==> src/rtl/core/dabt_pkg.sv <==
package dabt_pkg;

    // Command codes carried on the cmd field.
    localparam logic CMD_DAYS   = 1'b0;
    localparam logic CMD_MONTHS = 1'b1;

    // Field widths.
    localparam int YEAR_W  = 14;
    localparam int MONTH_W = 4;
    localparam int DAY_W   = 5;
    localparam int TERM_W  = 16;
    localparam int STEP_W  = 6;

    // Month codes for January, February and December.
    localparam logic [MONTH_W-1:0] MONTH_JAN = 4'd1;
    localparam logic [MONTH_W-1:0] MONTH_FEB = 4'd2;
    localparam logic [MONTH_W-1:0] MONTH_DEC = 4'd12;

    // Divisibility by 25 of a 14-bit year: multiply by the inverse of 25
    // modulo 2^14 and compare against floor((2^14 - 1) / 25).
    localparam logic [YEAR_W-1:0] INV25       = 14'd7209;
    localparam logic [YEAR_W-1:0] DIV25_LIMIT = 14'd655;

    // Quotient by 12 of a 16-bit count: (n * 43691) >> 19 is exact here.
    localparam logic [TERM_W-1:0] RECIP12       = 16'd43691;
    localparam int                RECIP12_SHIFT = 19;
    localparam int                QUOT_W        = 13;

    // Sequencer states.
    typedef enum logic [2:0] {
        ST_IDLE,
        ST_LEAP,
        ST_MUL,
        ST_YEARS,
        ST_STEP,
        ST_FIX,
        ST_DONE
    } state_t;

    // Results of the calendar unit for the current date.
    typedef struct packed {
        logic [DAY_W-1:0]   month_len;
        logic               leap_calc;
        logic [MONTH_W-1:0] next_month;
        logic               year_wrap;
        logic [STEP_W-1:0]  step_len;
        logic               fits;
        logic [TERM_W-1:0]  rem_diff;
    } cal_res_t;

    // Number of days in a month, given the leap flag of its year.
    function automatic logic [DAY_W-1:0] days_in_month(
        input logic [MONTH_W-1:0] month,
        input logic               leap
    );
        logic [DAY_W-1:0] len;
        begin
            case (month)
                4'd1, 4'd3, 4'd5, 4'd7, 4'd8, 4'd10, 4'd12: len = 5'd31;
                4'd4, 4'd6, 4'd9, 4'd11:                    len = 5'd30;
                MONTH_FEB: len = leap ? 5'd29 : 5'd28;
                default:   len = 5'd0;
            endcase
            return len;
        end
    endfunction

endpackage

==> src/rtl/core/date_advance_by_term.sv <==
// Channel | Direction | Handshake          | Payload
// input   | in        | in_valid/in_ready  | cmd, start_year, start_month, start_day, term
// output  | out       | out_valid/out_ready| end_year, end_month, end_day, end_is_leap
//
// One request is worked on at a time; in_ready is high only while idle.
// Days mode steps across one month boundary at a time and re-evaluates
// the leap flag for each year crossed. Months mode first jumps whole
// years with a multiply, then steps the remaining months one at a time.
// Each step uses the single calendar unit once.
// Reset clears the sequencer only; the result holds until out_ready.
module date_advance_by_term
    import dabt_pkg::*;
(
    input  logic               clk,
    input  logic               rst_n,
    input  logic               in_valid,
    output logic               in_ready,
    input  logic               cmd,
    input  logic [YEAR_W-1:0]  start_year,
    input  logic [MONTH_W-1:0] start_month,
    input  logic [DAY_W-1:0]   start_day,
    input  logic [TERM_W-1:0]  term,
    output logic               out_valid,
    input  logic               out_ready,
    output logic [YEAR_W-1:0]  end_year,
    output logic [MONTH_W-1:0] end_month,
    output logic [DAY_W-1:0]   end_day,
    output logic               end_is_leap
);

    state_t             state_reg, state_next;
    logic               cmd_reg, cmd_next;
    logic [YEAR_W-1:0]  year_reg, year_next;
    logic [MONTH_W-1:0] month_reg, month_next;
    logic [DAY_W-1:0]   day_reg, day_next;
    logic [DAY_W-1:0]   orig_reg, orig_next;
    logic [TERM_W-1:0]  rem_reg, rem_next;
    logic               leap_reg, leap_next;
    logic               jumped_reg, jumped_next;
    logic               nonzero_reg, nonzero_next;
    logic [QUOT_W-1:0]  quot_reg, quot_next;

    logic [2*TERM_W-1:0] recip_prod;
    logic [TERM_W-1:0]   quot_x12;
    cal_res_t            cal;

    dabt_cal u_cal (
        .cmd   (cmd_reg),
        .year  (year_reg),
        .month (month_reg),
        .day   (day_reg),
        .rem   (rem_reg),
        .leap  (leap_reg),
        .res   (cal)
    );

    // Whole years in the month count, and twelve times that.
    assign recip_prod = (2*TERM_W)'(rem_reg) * (2*TERM_W)'(RECIP12);
    assign quot_x12   = (TERM_W'(quot_reg) << 3) + (TERM_W'(quot_reg) << 2);

    assign in_ready    = (state_reg == ST_IDLE);
    assign out_valid   = (state_reg == ST_DONE);
    assign end_year    = year_reg;
    assign end_month   = month_reg;
    assign end_day     = day_reg;
    assign end_is_leap = leap_reg;

    // State register.
    always_ff @(posedge clk or negedge rst_n)
    begin
        if (!rst_n)
        begin
            state_reg <= ST_IDLE;
        end
        else
        begin
            state_reg <= state_next;
        end
    end

    // Working registers.
    always_ff @(posedge clk)
    begin
        cmd_reg     <= cmd_next;
        year_reg    <= year_next;
        month_reg   <= month_next;
        day_reg     <= day_next;
        orig_reg    <= orig_next;
        rem_reg     <= rem_next;
        leap_reg    <= leap_next;
        jumped_reg  <= jumped_next;
        nonzero_reg <= nonzero_next;
        quot_reg    <= quot_next;
    end

    // Sequencer: next state and next values of the working registers.
    always_comb
    begin
        state_next   = state_reg;
        cmd_next     = cmd_reg;
        year_next    = year_reg;
        month_next   = month_reg;
        day_next     = day_reg;
        orig_next    = orig_reg;
        rem_next     = rem_reg;
        leap_next    = leap_reg;
        jumped_next  = jumped_reg;
        nonzero_next = nonzero_reg;
        quot_next    = quot_reg;

        case (state_reg)
            ST_IDLE:
            begin
                if (in_valid)
                begin
                    cmd_next     = cmd;
                    year_next    = start_year;
                    day_next     = start_day;
                    orig_next    = start_day;
                    rem_next     = term;
                    jumped_next  = 1'b0;
                    nonzero_next = (term != '0);
                    if (start_month == 4'd0)
                    begin
                        month_next = MONTH_JAN;
                    end
                    else if (start_month > MONTH_DEC)
                    begin
                        month_next = MONTH_DEC;
                    end
                    else
                    begin
                        month_next = start_month;
                    end
                    state_next = ST_LEAP;
                end
            end

            ST_LEAP:
            begin
                leap_next = cal.leap_calc;
                if (cmd_reg == CMD_MONTHS && !jumped_reg)
                begin
                    state_next = ST_MUL;
                end
                else
                begin
                    state_next = ST_STEP;
                end
            end

            ST_MUL:
            begin
                quot_next  = recip_prod[RECIP12_SHIFT +: QUOT_W];
                state_next = ST_YEARS;
            end

            ST_YEARS:
            begin
                year_next   = year_reg + YEAR_W'(quot_reg);
                rem_next    = rem_reg - quot_x12;
                jumped_next = 1'b1;
                state_next  = ST_LEAP;
            end

            ST_STEP:
            begin
                if (rem_reg == '0)
                begin
                    state_next = (cmd_reg == CMD_MONTHS) ? ST_FIX : ST_DONE;
                end
                else if (cal.fits)
                begin
                    // Move to the next month, landing on the first in days mode.
                    rem_next   = cal.rem_diff;
                    month_next = cal.next_month;
                    if (cmd_reg == CMD_DAYS)
                    begin
                        day_next = DAY_W'(1);
                    end
                    if (cal.year_wrap)
                    begin
                        year_next  = year_reg + YEAR_W'(1);
                        state_next = ST_LEAP;
                    end
                end
                else
                begin
                    // The remaining days stay within this month.
                    day_next   = day_reg + rem_reg[DAY_W-1:0];
                    rem_next   = '0;
                    state_next = ST_DONE;
                end
            end

            ST_FIX:
            begin
                if (nonzero_reg)
                begin
                    day_next = (orig_reg > cal.month_len) ? cal.month_len : orig_reg;
                end
                state_next = ST_DONE;
            end

            ST_DONE:
            begin
                if (out_ready)
                begin
                    state_next = ST_IDLE;
                end
            end

            default:
            begin
                state_next = ST_IDLE;
            end
        endcase
    end

`ifndef SYNTHESIS
    // A transfer in always starts with the leap evaluation.
    assert property (@(posedge clk) disable iff (!rst_n)
        (in_valid && in_ready) |=> (state_reg == ST_LEAP))
        else $error("accepted request did not enter leap evaluation");

    // The month stays a real month in the step, fix and done states.
    assert property (@(posedge clk) disable iff (!rst_n)
        (state_reg == ST_STEP || state_reg == ST_FIX || state_reg == ST_DONE)
        |-> (month_reg >= MONTH_JAN && month_reg <= MONTH_DEC))
        else $error("month register out of range");

    // After the year jump fewer than twelve months remain.
    assert property (@(posedge clk) disable iff (!rst_n)
        (state_reg == ST_STEP && cmd_reg == CMD_MONTHS) |-> (rem_reg < TERM_W'(12)))
        else $error("months left over after year jump");

    // The leap flag shown with a result belongs to the result's year.
    assert property (@(posedge clk) disable iff (!rst_n)
        out_valid |-> (leap_reg == cal.leap_calc))
        else $error("leap flag does not match end year");
`endif

endmodule

==> src/rtl/core/dabt_cal.sv <==
module dabt_cal
    import dabt_pkg::*;
(
    input  logic               cmd,
    input  logic [YEAR_W-1:0]  year,
    input  logic [MONTH_W-1:0] month,
    input  logic [DAY_W-1:0]   day,
    input  logic [TERM_W-1:0]  rem,
    input  logic               leap,
    output cal_res_t           res
);

    logic [2*YEAR_W-1:0] inv_prod;
    logic [YEAR_W-1:0]   inv_low;
    logic                div25;
    logic [DAY_W-1:0]    len;
    logic [STEP_W-1:0]   step;

    // Gregorian leap rule: divisible by 4 and not by 100, or by 400.
    // With 4 given, 100 reduces to 25 and 400 reduces to 16.
    assign inv_prod = (2*YEAR_W)'(year) * (2*YEAR_W)'(INV25);
    assign inv_low  = inv_prod[YEAR_W-1:0];
    assign div25    = (inv_low <= DIV25_LIMIT);

    assign len = days_in_month(month, leap);

    // Days consumed to reach the first of the next month; one in months mode.
    always_comb
    begin
        if (cmd == CMD_MONTHS || day >= len)
        begin
            step = STEP_W'(1);
        end
        else
        begin
            step = STEP_W'(len) - STEP_W'(day) + STEP_W'(1);
        end
    end

    // The leap flag, month length, shared subtractor and month advance.
    always_comb
    begin
        res.month_len  = len;
        res.leap_calc  = (year[1:0] == 2'd0) && (!div25 || (year[3:0] == 4'd0));
        res.year_wrap  = (month == MONTH_DEC);
        res.next_month = (month == MONTH_DEC) ? MONTH_JAN : month + 4'd1;
        res.step_len   = step;
        res.fits       = (rem >= TERM_W'(step));
        res.rem_diff   = rem - TERM_W'(step);
    end

endmodule
==> config.mk <==
export PLATFORM = sky130hd
export DESIGN_NAME = date_advance_by_term
export DESIGN_NICKNAME = d
export VERILOG_FILES = /design/src/rtl/core/dabt_pkg.sv /design/src/rtl/core/date_advance_by_term.sv /design/src/rtl/core/dabt_cal.sv
export SDC_FILE = /design/constraint.sdc
export NUM_CORES = 1
export LEC_CHECK = 0
export BUFFER_PORTS_ARGS = -buffer_cell sky130_fd_sc_hd__buf_2
export CAP_MARGIN = 15
export CORE_MARGIN = 2
export CORE_UTILIZATION = 67
export CTS_CLUSTER_SIZE = 25
export DETAILED_ROUTE_END_ITERATION = 16
export GPL_TIMING_DRIVEN = 0
export PLACE_DENSITY_LB_ADDON = 0.12
export SLEW_MARGIN = 10
export SYNTH_ARGS = -nofsm -noshare
export SYNTH_HDL_FRONTEND = slang
export SYNTH_SLANG_ARGS = --single-unit
==> constraint.sdc <==
create_clock -name clk -period 11.2 [get_ports clk]
set_clock_uncertainty 0.05 [all_clocks]
set_input_delay 0 -clock clk [delete_from_list [all_inputs] [get_ports clk]]
set_output_delay 0 -clock clk [all_outputs]
set_load 0.01 [all_outputs]
=== Word level (Yosys, flattened, before mapping) ===
Cells that the tools add are included.

* Logic and storage cells: 114
* Register bits after elaboration: 64

* $add $sub $neg: 9
* Reductions and logical operators: 25
* Magnitude comparators: 5
* Multiplexer cells: 36
* Equal/unequal tests: 26
* Multiply operators: 2

{| class="wikitable"
|+ Operators by type and width
! operator !! number
|-
| 14-bit two-way mux || 4
|-
| 16-bit two-way mux || 3
|-
| 16-bit case mux with 3 select lines || 1
|-
| 14-bit case mux with 3 select lines || 1
|-
| 16-bit by 16-bit multiplier with 32-bit output, second input constant || 1
|-
| 5-bit two-way mux || 6
|-
| 5-bit case mux with 3 select lines || 2
|-
| 4-bit two-way mux || 6
|-
| 3-bit case mux with 7 select lines || 1
|-
| 4-bit equality test, second input constant || 5
|-
| 3-bit two-way mux || 6
|-
| 16-bit by 15-bit adder with 16-bit output || 1
|-
| 4-bit by 3-bit equality test with 1-bit output, second input constant || 4
|-
| 16-bit by 6-bit greater-or-equal comparator with 1-bit output || 1
|-
| 16-bit logical NOT || 1
|-
| 16-bit nonzero test || 1
|-
| 16-bit subtractor || 1
|-
| 16-bit by 6-bit subtractor with 16-bit output || 1
|-
| 14-bit by 1-bit adder with 14-bit output, second input constant || 1
|-
| 14-bit by 13-bit adder with 14-bit output || 1
|-
| 14-bit by 10-bit <= comparator with 1-bit output, second input constant || 1
|-
| 14-bit by 13-bit multiplier with 14-bit output, second input constant || 1
|-
| 2-bit inequality test, second input constant || 5
|-
| 5-bit AND reduction || 2
|-
| other kinds (33) || 46
|}

=== Longest topological paths before layout ===
Gate-level depths: netlist of the first run.

* Depth in word-level cells: 10
* Mapped depth: 24

=== Modules after synthesis ===
From an unflattened synthesis of the first run, not the netlist that was laid out.

* Cell total of the unflattened synthesis: 1223
* Area total of the unflattened synthesis: 11334.6 sq um

{| class="wikitable"
|+ By module, submodules not included
! module !! cells each !! area each (sq um) !! sequential area each (sq um) !! times used
|-
| date_advance_by_term || 954 || 9148.8 || 1906.8 || 1
|-
| dabt_cal || 269 || 2185.8 || 0.0 || 1
|}

=== Worst setup path after synthesis of the first run ===
No wires, ideal clock.

* Kind: register -> register
* Start point: register month_reg[0] (netlist: end_month[0])
* End point: register year_reg[0] (netlist: end_year[0]) (enable)
* Data required time: 10743 ps
* Setup slack: 5218 ps
* Clock period less this slack: 5982 ps
* Arrival: 5524 ps
* Stages on the path, launching flop included: 21
* Library setup time: 407 ps
* Cells stage by stage: edfxtp_1 -> ha_1 -> or3_1 -> o22ai_1 -> o21ai_0 -> ha_1 -> nor2b_1 -> o21ai_0 -> nand2b_1 -> a211oi_1 -> nand2b_1 -> ha_1 -> fa_1 -> nor2b_1 -> o21ai_2 -> a21boi_1 -> o21a_1 -> nor4_4 -> o211ai_2 -> nor2_1 -> a211oi_1

* Cells in the longest elaborated chain, start to end: 9
* Elaborated cells on any way between the ends: 24

{| class="wikitable"
|+ Ends and longest elaborated chain
! what !! RTL line !! RTL
|-
| start: declaration || date_advance_by_term.sv:34 || <nowiki>logic [MONTH_W-1:0] month_reg, month_next;</nowiki>
|-
| start signal: assignment || date_advance_by_term.sv:86 || <nowiki>month_reg <= month_next;</nowiki>
|-
| 4-bit equality test (tied with other cells) || dabt_pkg.sv:58, dabt_cal.sv:45 ||
|-
| 7-bit OR reduction or 4-bit OR reduction (tied branches) || dabt_pkg.sv:58 || <nowiki>case (month)</nowiki>
|-
| 5-bit case mux with 3 select lines || dabt_pkg.sv:58 ||
|-
| 5-bit by 5-bit subtractor with 6-bit output or 5-bit greater-or-equal comparator (tied branches) || dabt_cal.sv:36, dabt_cal.sv:30 ||
|-
| 6-bit by 1-bit adder with 6-bit output or 1-bit logical OR (tied branches) || dabt_cal.sv:36, dabt_cal.sv:30 ||
|-
| 6-bit two-way mux || dabt_cal.sv:30 || <nowiki>if (cmd == CMD_MONTHS || day >= len)</nowiki>
|-
| 16-bit by 6-bit greater-or-equal comparator with 1-bit output || dabt_cal.sv:48 || <nowiki>res.fits = (rem >= TERM_W'(step));</nowiki>
|-
| 2-bit inequality test (no source line) || -- ||
|-
| 5-bit AND reduction (no source line) * || -- ||
|-
| end signal: assignment || date_advance_by_term.sv:85 || <nowiki>year_reg <= year_next;</nowiki>
|-
| end: declaration || date_advance_by_term.sv:33 || <nowiki>logic [YEAR_W-1:0] year_reg, year_next;</nowiki>
|}

Every way passes the cells marked *; elsewhere a longest branch is shown, timed or not.
A chain may end at the register's enable or synchronous reset.

=== Worst setup path after layout of the first run ===
* Start point: register month_reg[0] (netlist: end_month[0])
* End point: register month_reg[1] (netlist: end_month[1]) (enable)

* Cells in the longest elaborated chain, start to end: 9
* Elaborated cells on any way between the ends: 23

{| class="wikitable"
|+ Ends and longest elaborated chain
! what !! RTL line
|-
| 4-bit equality test (tied with other cells) || dabt_pkg.sv:58
|-
| 7-bit OR reduction or 4-bit OR reduction (tied branches) || dabt_pkg.sv:58
|-
| 5-bit case mux with 3 select lines * || dabt_pkg.sv:58
|-
| 5-bit by 5-bit subtractor with 6-bit output or 5-bit greater-or-equal comparator (tied branches) || dabt_cal.sv:36, dabt_cal.sv:30
|-
| 6-bit by 1-bit adder with 6-bit output or 1-bit logical OR (tied branches) || dabt_cal.sv:36, dabt_cal.sv:30
|-
| 6-bit two-way mux * || dabt_cal.sv:30
|-
| 16-bit by 6-bit greater-or-equal comparator with 1-bit output * || dabt_cal.sv:48
|-
| 2-bit inequality test (no source line) * || --
|-
| 4-bit AND reduction (no source line) * || --
|}

Marked as above.

==> results of run 1 <==
## cells in the mapped netlist (4+ instances only)
| cell | n |
|---|---|
| mux2i_1 | 4 |
| o21a_1 | 5 |
| a31oi_1 | 8 |
| nand2b_1 | 12 |
| a211oi_1 | 5 |
| xor2_1 | 23 |
| nand4_1 | 5 |
| o31ai_1 | 6 |
| xnor2_1 | 44 |
| nor2b_1 | 7 |
| and3_1 | 5 |
| inv_1 | 227 |
| fa_1 | 109 |
| o21ai_0 | 24 |
| o221ai_1 | 9 |
| nor4_1 | 6 |
| o21bai_1 | 7 |
| a22oi_1 | 4 |
| ha_1 | 229 |
| edfxtp_1 | 61 |
| a21o_1 | 12 |
| nand3_1 | 8 |
| and2_1 | 4 |
| nand2_1 | 61 |
| a21boi_1 | 5 |
| a21oi_1 | 46 |
| or3_1 | 4 |
| o211ai_1 | 6 |
| clkbuf_1 | 9 |
| nor3_1 | 15 |
| a21oi_2 | 4 |
| nor3b_1 | 4 |
| nor2_1 | 75 |
## cells by family (layout without fill, tap and decap cells)
group,after synthesis,count (layout)
AND/OR/NAND/NOR,224,224
multiplexers,4,4
adder cells (fa/ha/maj),338,338
buffers and inverters,239,365
XOR/XNOR,67,67
AO/OA/AOI/OAI,171,171
flip-flops,64,64
## per-layer routing
| layer | vias up | GRT usage, % | routed length, um |
|---|---|---|---|
| met3 | 75 | 3.87 | 1210 |
| met1 | 3972 | 39.6 | 10700 |
| met5 | - | 0 | 0 |
| met2 | 284 | 54.7 | 12700 |
| met4 | 0 | 14.3 | 1080 |
| li1 | 3969 | - | - |
## layout make-up
class	count	area, um2	area share [%]
Multi-Input combinational cell	804	7960	65.8
Clock inverter	6	83.8	0.693
Inverter	229	860	7.11
Sequential cell	64	1910	15.8
Tap cell	216	270	2.23
Buffer	10	38.8	0.321
Clock buffer	10	229	1.89
Timing Repair Buffer	110	751	6.21
## stage by stage
step,hold WS [ns],setup slack [ns],util (%)
floorplan,-0.346,5.22,-
global placement,-0.248,3.76,72.1
detailed placement,-0.244,4.79,72.2
CTS,0.00408,4.77,76.7
global route,0.000776,4.35,76.7
finish,0.0162,4.69,76.7
## final timing paths
path	start	endpoint	slack, ns	cells after the start
min in group asynchronous	rst_n	state_reg[2]	0.50	3
setup / recovery	end_month[0]	end_month[1]	4.69	21
hold reg to reg	state_reg[1]	state_reg[1]	0.60	2
setup reg to reg	end_month[0]	end_month[1]	4.69	21
max in group asynchronous	rst_n	state_reg[1]	10.44	3
hold / removal	term[9]	rem_reg[9]	0.02	3
## worst max-delay path, stage by stage, from the launching register on
cell and delay [ns]:
edfxtp_1 0.48, ha_1 0.30, or3_1 0.34, o22ai_1 0.46, o21ai_0 0.42, ha_1 0.45
nor2b_1 0.16, o21ai_0 0.15, nand2b_1 0.07, a211oi_1 0.65, nand2b_1 0.20, ha_1 0.26
fa_1 0.41, nor2b_1 0.15, o21ai_2 0.07, a21boi_1 0.20, o21a_1 0.21, nor4_4 0.08
o211ai_2 0.18, and2_1 0.23, mux2i_1 0.09, nor3_1 0.53
==> metrics.md, run 1 <==
| Metric | Value |
|---|---|
| Run status | `finished clean` |
| Number of global-route vias before repair | `8447` |
| Fraction of registers with async set or reset after synthesis | `4.69%` |
| Min Clock Period, post-route | `6.51 ns` |
| Placed inst area | `11400 um2` |
| Kind of critical path | `register to register` |
| Half-perimeter wire length after placement | `20800 um` |
| Biggest area contributors in the synthesized netlist | `ha_1, fa_1, edfxtp_1` |
| Number of cells after detailed placement | `1394` |
| Worst-path fanout max | `6` |
| Post-Layout Inst Area | `12100 um2` |
| Worst min path class | `input pin to register` |
| Synth warn | `0` |
| Slew Limit Fails | `0` |
| Via Count | `8300` |
| Worst rel slew slack | `46.3%` |
| Cells resized by post-CTS repair | `0` |
| FF+latch count, synth | `64` |
| Die span in x | `131 um` |
| Main combinational cell family by area after synthesis | `adder cells` |
| Leading cell type in the layout, fill and taps excluded | `ha_1` |
| Sum Neg Setup Slack | `0 ns` |
| Total die area | `17100 um2` |
| Antenna violations before repair | `0` |
| Standard-cell rows | `46` |
| Overall fraction of global-route tracks in use | `31.5%` |
| Area overhead of the layout relative to synthesis | `12.5%` |
| Total clock buffers created by CTS | `9` |
| Final setup violation count | `0` |
| Number of cells in the finished layout apart from fillers | `1449` |
| TritonCTS clock tree | `built` |
| Wire per inst | `17.7 um` |
| Total of fill cells in the finished design | `1119` |
| Initial detailed-routing violation count | `507` |
| Top cell type's share of synthesized area | `26.6%` |
| Number of flops mapped to enable cells by yosys | `61` |
| Number of sinks driven by the clock tree | `64` |
| Fmax | `0.154 GHz` |
| Area fraction in and, or, nand and nor cells after synthesis | `10.2%` |
| Part of the cycle the worst path needs | `58.1%` |
| Pin count of the biggest net entering global routing | `17` |
| H-Tree Level Count | `3` |
| Part of the Yosys area used for sequential elements | `17.7%` |
| Sort of element at the start of the critical path | `register` |
| I/O pin cnt | `70` |
| Insertion delay of the later-clocked pin in the worst-skew pair | `0.34 ns` |
| Cell accounting for the most synthesized area | `ha_1` |
| Total nets after synthesis | `1489` |
| Port-buffer cells | `69` |
| Placeable core region | `15800 um2` |
| Hold-fix buffers at CTS | `39` |
| DRT antenna net count | `0` |
| Clk slew on worst S/H paths | `0.06 ns` |
| Number of nets in the layout | `1610` |
| Post-synthesis compound-gate area fraction | `11.0%` |
| Number of antenna diodes | `0` |
| Tightest Pin Transition | `0.798 ns` |
| Number of buffers on the longest clock path | `2` |
| Synthesized instance count | `1107` |
| Average vias per placed instance | `5.73` |
| Kind of end point of the critical path | `register` |
| First-pass GRT wire length | `41100 um` |
| Vertical extent of the die | `131 um` |
| Max Cap Violations | `0` |
| Data arrival time of the critical path | `6.43 ns` |
| Cell Area, Synth | `10800 um2` |
| Remaining global-route overflow | `0` |
| Number of library cell types mapped by synthesis | `69` |
| Post-CTS Setup Inserts | `0` |
| Initial core utilization | `68.2%` |
| Final count of hold timing violations | `0` |
| Buffer cell driving the clock tree root | `clkbuf_16` |
| Multiplexer share of the synthesized area | `0.372%` |
| Global placer's final weighted congestion | `0.982` |
| Largest register FFs | `16` |
| Drc violations | `0` |
| Layout cells sized above 1 | `9.33%` |
| Adder and majority cell fraction of the synthesized area | `46.9%` |
| Mean post-synth cell area | `9.71 um2` |
| RSZ-0062 raised after global routing | `no` |
| First-pass DRT Iterations | `5` |
| Post-Route WL | `25700 um` |
| Commonest register cell after synthesis | `edfxtp_1` |
| Area share of xor/xnor cells in the synthesized design | `5.46%` |
| Data required time of the critical path | `11.12 ns` |
| Most frequent cells in the layout | `ha_1, inv_1, fa_1, nor2_1, buf_2` |
Power of run 1 is not shown: default switching activity piles up to over one toggle a cycle in this logic, so the estimate is an artifact.
==> run 2: changes to the inputs <==
--- a/config.mk
+++ b/config.mk
@@ -8,7 +8,7 @@
 export BUFFER_PORTS_ARGS = -buffer_cell sky130_fd_sc_hd__buf_2
 export CAP_MARGIN = 15
 export CORE_MARGIN = 2
-export CORE_UTILIZATION = 67
+export CORE_UTILIZATION = 64
 export CTS_CLUSTER_SIZE = 25
 export DETAILED_ROUTE_END_ITERATION = 16
 export GPL_TIMING_DRIVEN = 0
==> constraint.sdc (replaced) <==
create_clock -name clk -period 6.7 [get_ports clk]
set_clock_uncertainty 0.05 [all_clocks]
set_input_delay 0 -clock clk [delete_from_list [all_inputs] [get_ports clk]]
set_output_delay 0 -clock clk [all_outputs]
set_load 0.01 [all_outputs]
==> run 2 against run 1 <==
  * Flip-flop and latch count unchanged
  * Cell count up 0.48%
  * Maximum frequency up 5.4%
  * Setup slack worse by 4.2 ns
  * Clock-buffer cell count unchanged
  * Core utilization down 3.4 points
  * Hold slack better by 0.034 ns
  * First-iteration DRC count down 17%
  * Wire length down 0.98%
  * Critical path type unchanged
==> metrics.md, run 2 (same netlist as run 1, synthesis figures left out) <==
| Metric | Value |
|---|---|
| Number of sinks driven by the clock tree | `64 (unchanged)` |
| Worst min path class | `input pin to register` |
| Tightest Pin Transition | `0.781 ns (-0.0162 ns)` |
| Min Clock Period, post-route | `6.17 ns (-0.333 ns)` |
| Sort of element at the start of the critical path | `register` |
| Worst rel slew slack | `47.8% (+1.4 points)` |
| Pin count of the biggest net entering global routing | `17 (unchanged)` |
| Final count of hold timing violations | `0 (unchanged)` |
| Initial core utilization | `65.1% (-3.1 points)` |
| Clk slew on worst S/H paths | `0.06 ns (about the same)` |
| Kind of end point of the critical path | `register` |
| Post-Route WL | `25400 um (-0.98%)` |
| DRT antenna net count | `0 (unchanged)` |
| First-pass DRT Iterations | `5 (unchanged)` |
| TritonCTS clock tree | `built` |
| Wire per inst | `17.5 um (-1.5%)` |
| Number of buffers on the longest clock path | `2 (unchanged)` |
| Layout cells sized above 1 | `9.39% (+0.058 points)` |
| Total die area | `17900 um2 (+4.5%)` |
| Overall fraction of global-route tracks in use | `30.2% (-1.3 points)` |
| Buffer cell driving the clock tree root | `clkbuf_16` |
| Fmax | `0.162 GHz (+5.4%)` |
| Antenna violations before repair | `0 (unchanged)` |
| Global placer's final weighted congestion | `0.923 (-6.0%)` |
| Post-Layout Inst Area | `12100 um2 (+0.13%)` |
| Leading cell type in the layout, fill and taps excluded | `ha_1` |
| Run status | `finished clean` |
| Number of antenna diodes | `0 (unchanged)` |
| Largest register FFs | `16 (unchanged)` |
| Drc violations | `0 (unchanged)` |
| Data required time of the critical path | `6.78 ns (-4.34 ns)` |
| H-Tree Level Count | `3 (unchanged)` |
| Data arrival time of the critical path | `6.25 ns (-0.18 ns)` |
| Half-perimeter wire length after placement | `20800 um (about the same)` |
| Via Count | `8248 (-0.63%)` |
| Die span in x | `134 um (+2.2%)` |
| Initial detailed-routing violation count | `420 (-17%)` |
| First-pass GRT wire length | `42100 um (+2.3%)` |
| Number of global-route vias before repair | `8429 (-0.21%)` |
| Placed inst area | `11400 um2 (about the same)` |
| Average vias per placed instance | `5.66 (-1.1%)` |
| Worst-path fanout max | `12 (+6)` |
| Placeable core region | `16500 um2 (+4.8%)` |
| Area overhead of the layout relative to synthesis | `12.6%` |
| Remaining global-route overflow | `0 (unchanged)` |
| Number of nets in the layout | `1613 (+0.19%)` |
| Insertion delay of the later-clocked pin in the worst-skew pair | `0.34 ns (about the same)` |
| Vertical extent of the die | `134 um (+2.2%)` |
| Final setup violation count | `0 (unchanged)` |
| Port-buffer cells | `69 (unchanged)` |
| Total clock buffers created by CTS | `9 (unchanged)` |
| Most frequent cells in the layout | `ha_1, inv_1, fa_1, nor2_1, buf_2` |
| I/O pin cnt | `70 (unchanged)` |
| Max Cap Violations | `0 (unchanged)` |
| Part of the cycle the worst path needs | `92.1% (+34 points)` |
| Slew Limit Fails | `0 (unchanged)` |
| Post-CTS Setup Inserts | `0 (unchanged)` |
| Standard-cell rows | `47 (+2.2%)` |
| RSZ-0062 raised after global routing | `no` |
| Kind of critical path | `register to register` |
==> run 2: cell types whose count changed in the layout (fill, tap and decap cells not counted), sizes merged <==
cell and delta:
clkinv +2, clkinvlp -1, dlygate4sd3 +3, bufinv -1
==> run 2: metal layers <==
metal  global-route usage [%]  wire length, um
met4                     9.93              716
met1                     39.6            10800
met3                     3.20             1130
met5                        0                0
met2                     52.6            12700
==> run 2: through the flow <==
step                      setup TNS (ns)  cells  setup WS [ns]  utilization (%)  hold WS (ns)
after floorplan                        0   1107          0.718                -        -0.346
after global placement            -10.18   1396         -0.728             68.8        -0.247
after detailed placement               0   1398          0.397             69.0        -0.244
after CTS                              0   1456          0.367             73.3        0.0470
after global routing                   0   1456          0.104             73.3        0.0652
final                                  0   1456          0.527             73.3        0.0503
==> run 2: final cells by class <==
type | instances | area [um2]
Sequential cell | 64 | 1910
Clock buffer | 10 | 229
Timing Repair Buffer | 113 | 781
Buffer | 10 | 38.8
Inverter | 229 | 860
Multi-Input combinational cell | 804 | 7960
Tap cell | 220 | 275
Fill cell | 1228 | 4410
Clock inverter | 6 | 60.1
==> run 2: worst max-delay path: stages, from the launching register on <==
cell and delay, ns:
edfxtp_1 0.64, ha_1 0.54, inv_1 0.10, fa_1 0.49
fa_1 0.58, inv_1 0.06, fa_1 0.51, fa_1 0.52
fa_1 0.49, ha_1 0.33, nand4_1 0.08, a211oi_1 0.31
nor2_1 0.06, o21ai_0 0.29, and2_1 0.23, o21a_1 0.17
o21a_1 0.14, nor2_1 0.05, xnor2_1 0.28
==> run 2: what timing repair did <==
action	4_1_cts	5_1_grt
endpoints found under the setup margin	0	20
resized for setup	0	1
endpoints found under the hold margin	48	0
hold buffers	42	0
==> run 2: final timing paths <==
check / cells past startpoint / slack, ns / start / endpoint
max reg2reg: 18 / 0.53 / rem_reg[1] / quot_reg[3]
max in group asynchronous: 3 / 5.94 / rst_n / state_reg[2]
max: 18 / 0.53 / rem_reg[1] / quot_reg[3]
min reg2reg: 2 / 0.59 / orig_reg[3] / end_day[3]
min: 3 / 0.05 / start_month[0] / end_month[0]
min in group asynchronous: 3 / 0.50 / rst_n / state_reg[0]
Power of run 2 is left out for the same reason.
==> run 3: changes to the inputs <==
--- a/config.mk
+++ b/config.mk
@@ -5,12 +5,14 @@
 export SDC_FILE = /design/constraint.sdc
 export NUM_CORES = 1
 export LEC_CHECK = 0
-export BUFFER_PORTS_ARGS = -buffer_cell sky130_fd_sc_hd__buf_2
 export CAP_MARGIN = 15
+export CELL_PAD_IN_SITES_DETAIL_PLACEMENT = 0
+export CELL_PAD_IN_SITES_GLOBAL_PLACEMENT = 2
 export CORE_MARGIN = 2
-export CORE_UTILIZATION = 64
+export CORE_UTILIZATION = 43
 export CTS_CLUSTER_SIZE = 25
 export DETAILED_ROUTE_END_ITERATION = 16
+export DONT_BUFFER_PORTS = 1
 export GPL_TIMING_DRIVEN = 0
 export PLACE_DENSITY_LB_ADDON = 0.12
 export SLEW_MARGIN = 10
==> run 3 against run 2 <==
  * Critical endpoint unchanged
  * Final area shrank 1.4%
  * First-iteration DRC count shrank 17%
  * Flip-flop and latch count is the same
  * Core utilization shrank 24 points
  * Register-to-register slack is essentially flat
  * Die area grew 47%
==> metrics.md, run 3 (same netlist as run 1, synthesis figures left out) <==
| Metric | Value |
|---|---|
| Sort of element at the start of the critical path | `register` |
| First-pass DRT Iterations | `5 (unchanged)` |
| Kind of cell adding the most delay to the critical path | `adder cells` |
| H-Tree Level Count | `3 (unchanged)` |
| Worst-path fanout max | `8 (-4)` |
| Buffers plus inverters on the worst setup path | `2 (unchanged)` |
| Global placer's final weighted congestion | `0.824 (-11%)` |
| Final count of hold timing violations | `0 (unchanged)` |
| Clk slew on worst S/H paths | `0.06 ns (about the same)` |
| I/O pin cnt | `70 (unchanged)` |
| Standard-cell rows | `57 (+21%)` |
| Run status | `finished clean` |
| Kind of critical path | `register to register` |
| Leading cell type in the layout, fill and taps excluded | `ha_1` |
| Layout cells sized above 1 | `4.18% (-5.2 points)` |
| Crit Reg-Reg Startpoint | `rem_reg[5]` |
| Drc violations | `0 (unchanged)` |
| Via Count | `7677 (-6.9%)` |
| Total clock buffers created by CTS | `9 (unchanged)` |
| CP max-delay cell | `edfxtp_1` |
| First-pass GRT wire length | `44400 um (+5.6%)` |
| Number of global-route vias before repair | `8237 (-2.3%)` |
| Critical R2R Capture | `quot_reg[3]` |
| Vertical extent of the die | `162 um (+21%)` |
| Number of cells on the critical path | `18 (unchanged)` |
| Total die area | `26300 um2 (+47%)` |
| FF-to-FF path depth | `18 (unchanged)` |
| Buffer cell driving the clock tree root | `clkbuf_16` |
| Number of buffers on the longest clock path | `2 (unchanged)` |
| Initial detailed-routing violation count | `350 (-17%)` |
| Tightest Pin Transition | `0.837 ns (+0.0552 ns)` |
| Wire per inst | `18.1 um (+3.9%)` |
| Slew Limit Fails | `0 (unchanged)` |
| Port-buffer cells | `0 (-100%)` |
| Critical Path Most Common Cell | `fa_1` |
| TritonCTS clock tree | `built` |
| Setup slack at placement | `0.133 ns (-0.263 ns)` |
| RSZ-0062 raised after global routing | `no` |
| Placeable core region | `24500 um2 (+48%)` |
| Fmax | `0.162 GHz (about the same)` |
| Remaining global-route overflow | `0 (unchanged)` |
| Largest register FFs | `16 (unchanged)` |
| Total of fill cells in the finished design | `2351 (+91%)` |
| Part of the cycle the worst path needs | `92.1% (about the same)` |
| Most frequent cells in the layout | `ha_1, inv_1, fa_1, nor2_1` |
| Worst min path class | `input pin to register` |
| Slack of the worst reg-to-reg path | `0.53 ns (about the same)` |
| Worst path cell trace | `ha_1 -> inv_1 -> fa_1 -> inv_1 -> fa_1 -> fa_1 -> fa_1 -> fa_1 -> ha_1 -> nor4_1 -> o211ai_1 -> a21oi_2 -> o21ai_0 -> and2_1 -> o21a_1 -> o21a_1 -> nor2_1 -> xnor2_1` |
| Half-perimeter wire length after placement | `22400 um (+8.0%)` |
| Average vias per placed instance | `5.13 (-9.4%)` |
| DRT antenna net count | `0 (unchanged)` |
| Pin count of the biggest net entering global routing | `17 (unchanged)` |
| Number of sinks driven by the clock tree | `64 (unchanged)` |
| Area overhead of the layout relative to synthesis | `11.1%` |
| Kind of end point of the critical path | `register` |
| Max Cap Violations | `0 (unchanged)` |
| Worst rel slew slack | `43.9% (-3.9 points)` |
| Die span in x | `162 um (+21%)` |
| Initial core utilization | `44.0% (-21 points)` |
| Min Clock Period, post-route | `6.17 ns (-0.00240 ns)` |
| Max incr delay on CP | `0.65 ns (about the same)` |
| Timing endpoint of the critical path | `quot_reg[3]` |
| Final setup violation count | `0 (unchanged)` |
| Antenna violations before repair | `1 (+1)` |
| Overall fraction of global-route tracks in use | `21.8% (-8.4 points)` |
| Number of nets in the layout | `1548 (-4.0%)` |
| Post-Route WL | `27100 um (+6.7%)` |
| Setup slack of the critical path after layout | `0.529 ns (+0.00240 ns)` |
| Insertion delay of the later-clocked pin in the worst-skew pair | `0.33 ns (about the same)` |
| Data arrival time of the critical path | `6.20 ns (-0.05 ns)` |
| Data required time of the critical path | `6.73 ns (-0.05 ns)` |
| Beginning of the critical path | `rem_reg[5]` |
run 3: final cells by class:
cell class | instances | area [um2] | area share, %
Timing Repair Buffer | 48 | 488 | 4.08
Clock inverter | 7 | 46.3 | 0.387
Sequential cell | 64 | 1910 | 16.0
Tap cell | 324 | 405 | 3.39
Inverter | 229 | 860 | 7.19
Buffer | 10 | 38.8 | 0.325
Antenna cell | 1 | 2.50 | 0.0209
Clock buffer | 9 | 225 | 1.89
Multi-Input combinational cell | 804 | 7980 | 66.8
run 3: metal layers:
| layer | share of wire (%) | vias to the layer above | wire, um | track usage, % |
|---|---|---|---|---|
| met5 | 0 | - | 0 | 0 |
| li1 | - | 3848 | - | - |
| met4 | 2.1 | 0 | 560 | 6.03 |
| met1 | 45 | 3649 | 12100 | 28.3 |
| met2 | 50 | 138 | 13500 | 38.6 |
| met3 | 3.5 | 42 | 939 | 2.32 |
run 3: what timing repair did:
item,CTS,global route
endpoints found under the setup margin,0,23
resized for setup,0,2
endpoints found under the hold margin,52,0
buffers inserted,0,1
hold buffers,46,0
run 3: through the flow:
stage	hold WS, ns	instances	utilization (%)	TNS (ns)	instance area (um2)
4_1_cts	0.0221	1494	48.7	0	11900
6_report	0.0401	1496	48.8	0	11900
2_1_floorplan	-0.346	1107	-	0	10800
5_1_grt	0.0332	1496	48.8	0	11900
3_3_place_gp	-0.345	1431	45.6	-14.39	11200
3_5_place_dp	-0.345	1432	45.7	0	11200
run 3: worst min path at each step:
stage / cells after the start / to / startpoint
5_1_grt: 2 / end_month[3] / in_valid
2_1_floorplan: 0 / state_reg[0] / rst_n
3_3_place_gp: 0 / state_reg[2] / rst_n
6_report: 2 / end_month[0] / in_valid
3_5_place_dp: 0 / state_reg[2] / rst_n
4_1_cts: 2 / end_month[3] / in_valid
Power of run 3 is left out for the same reason.
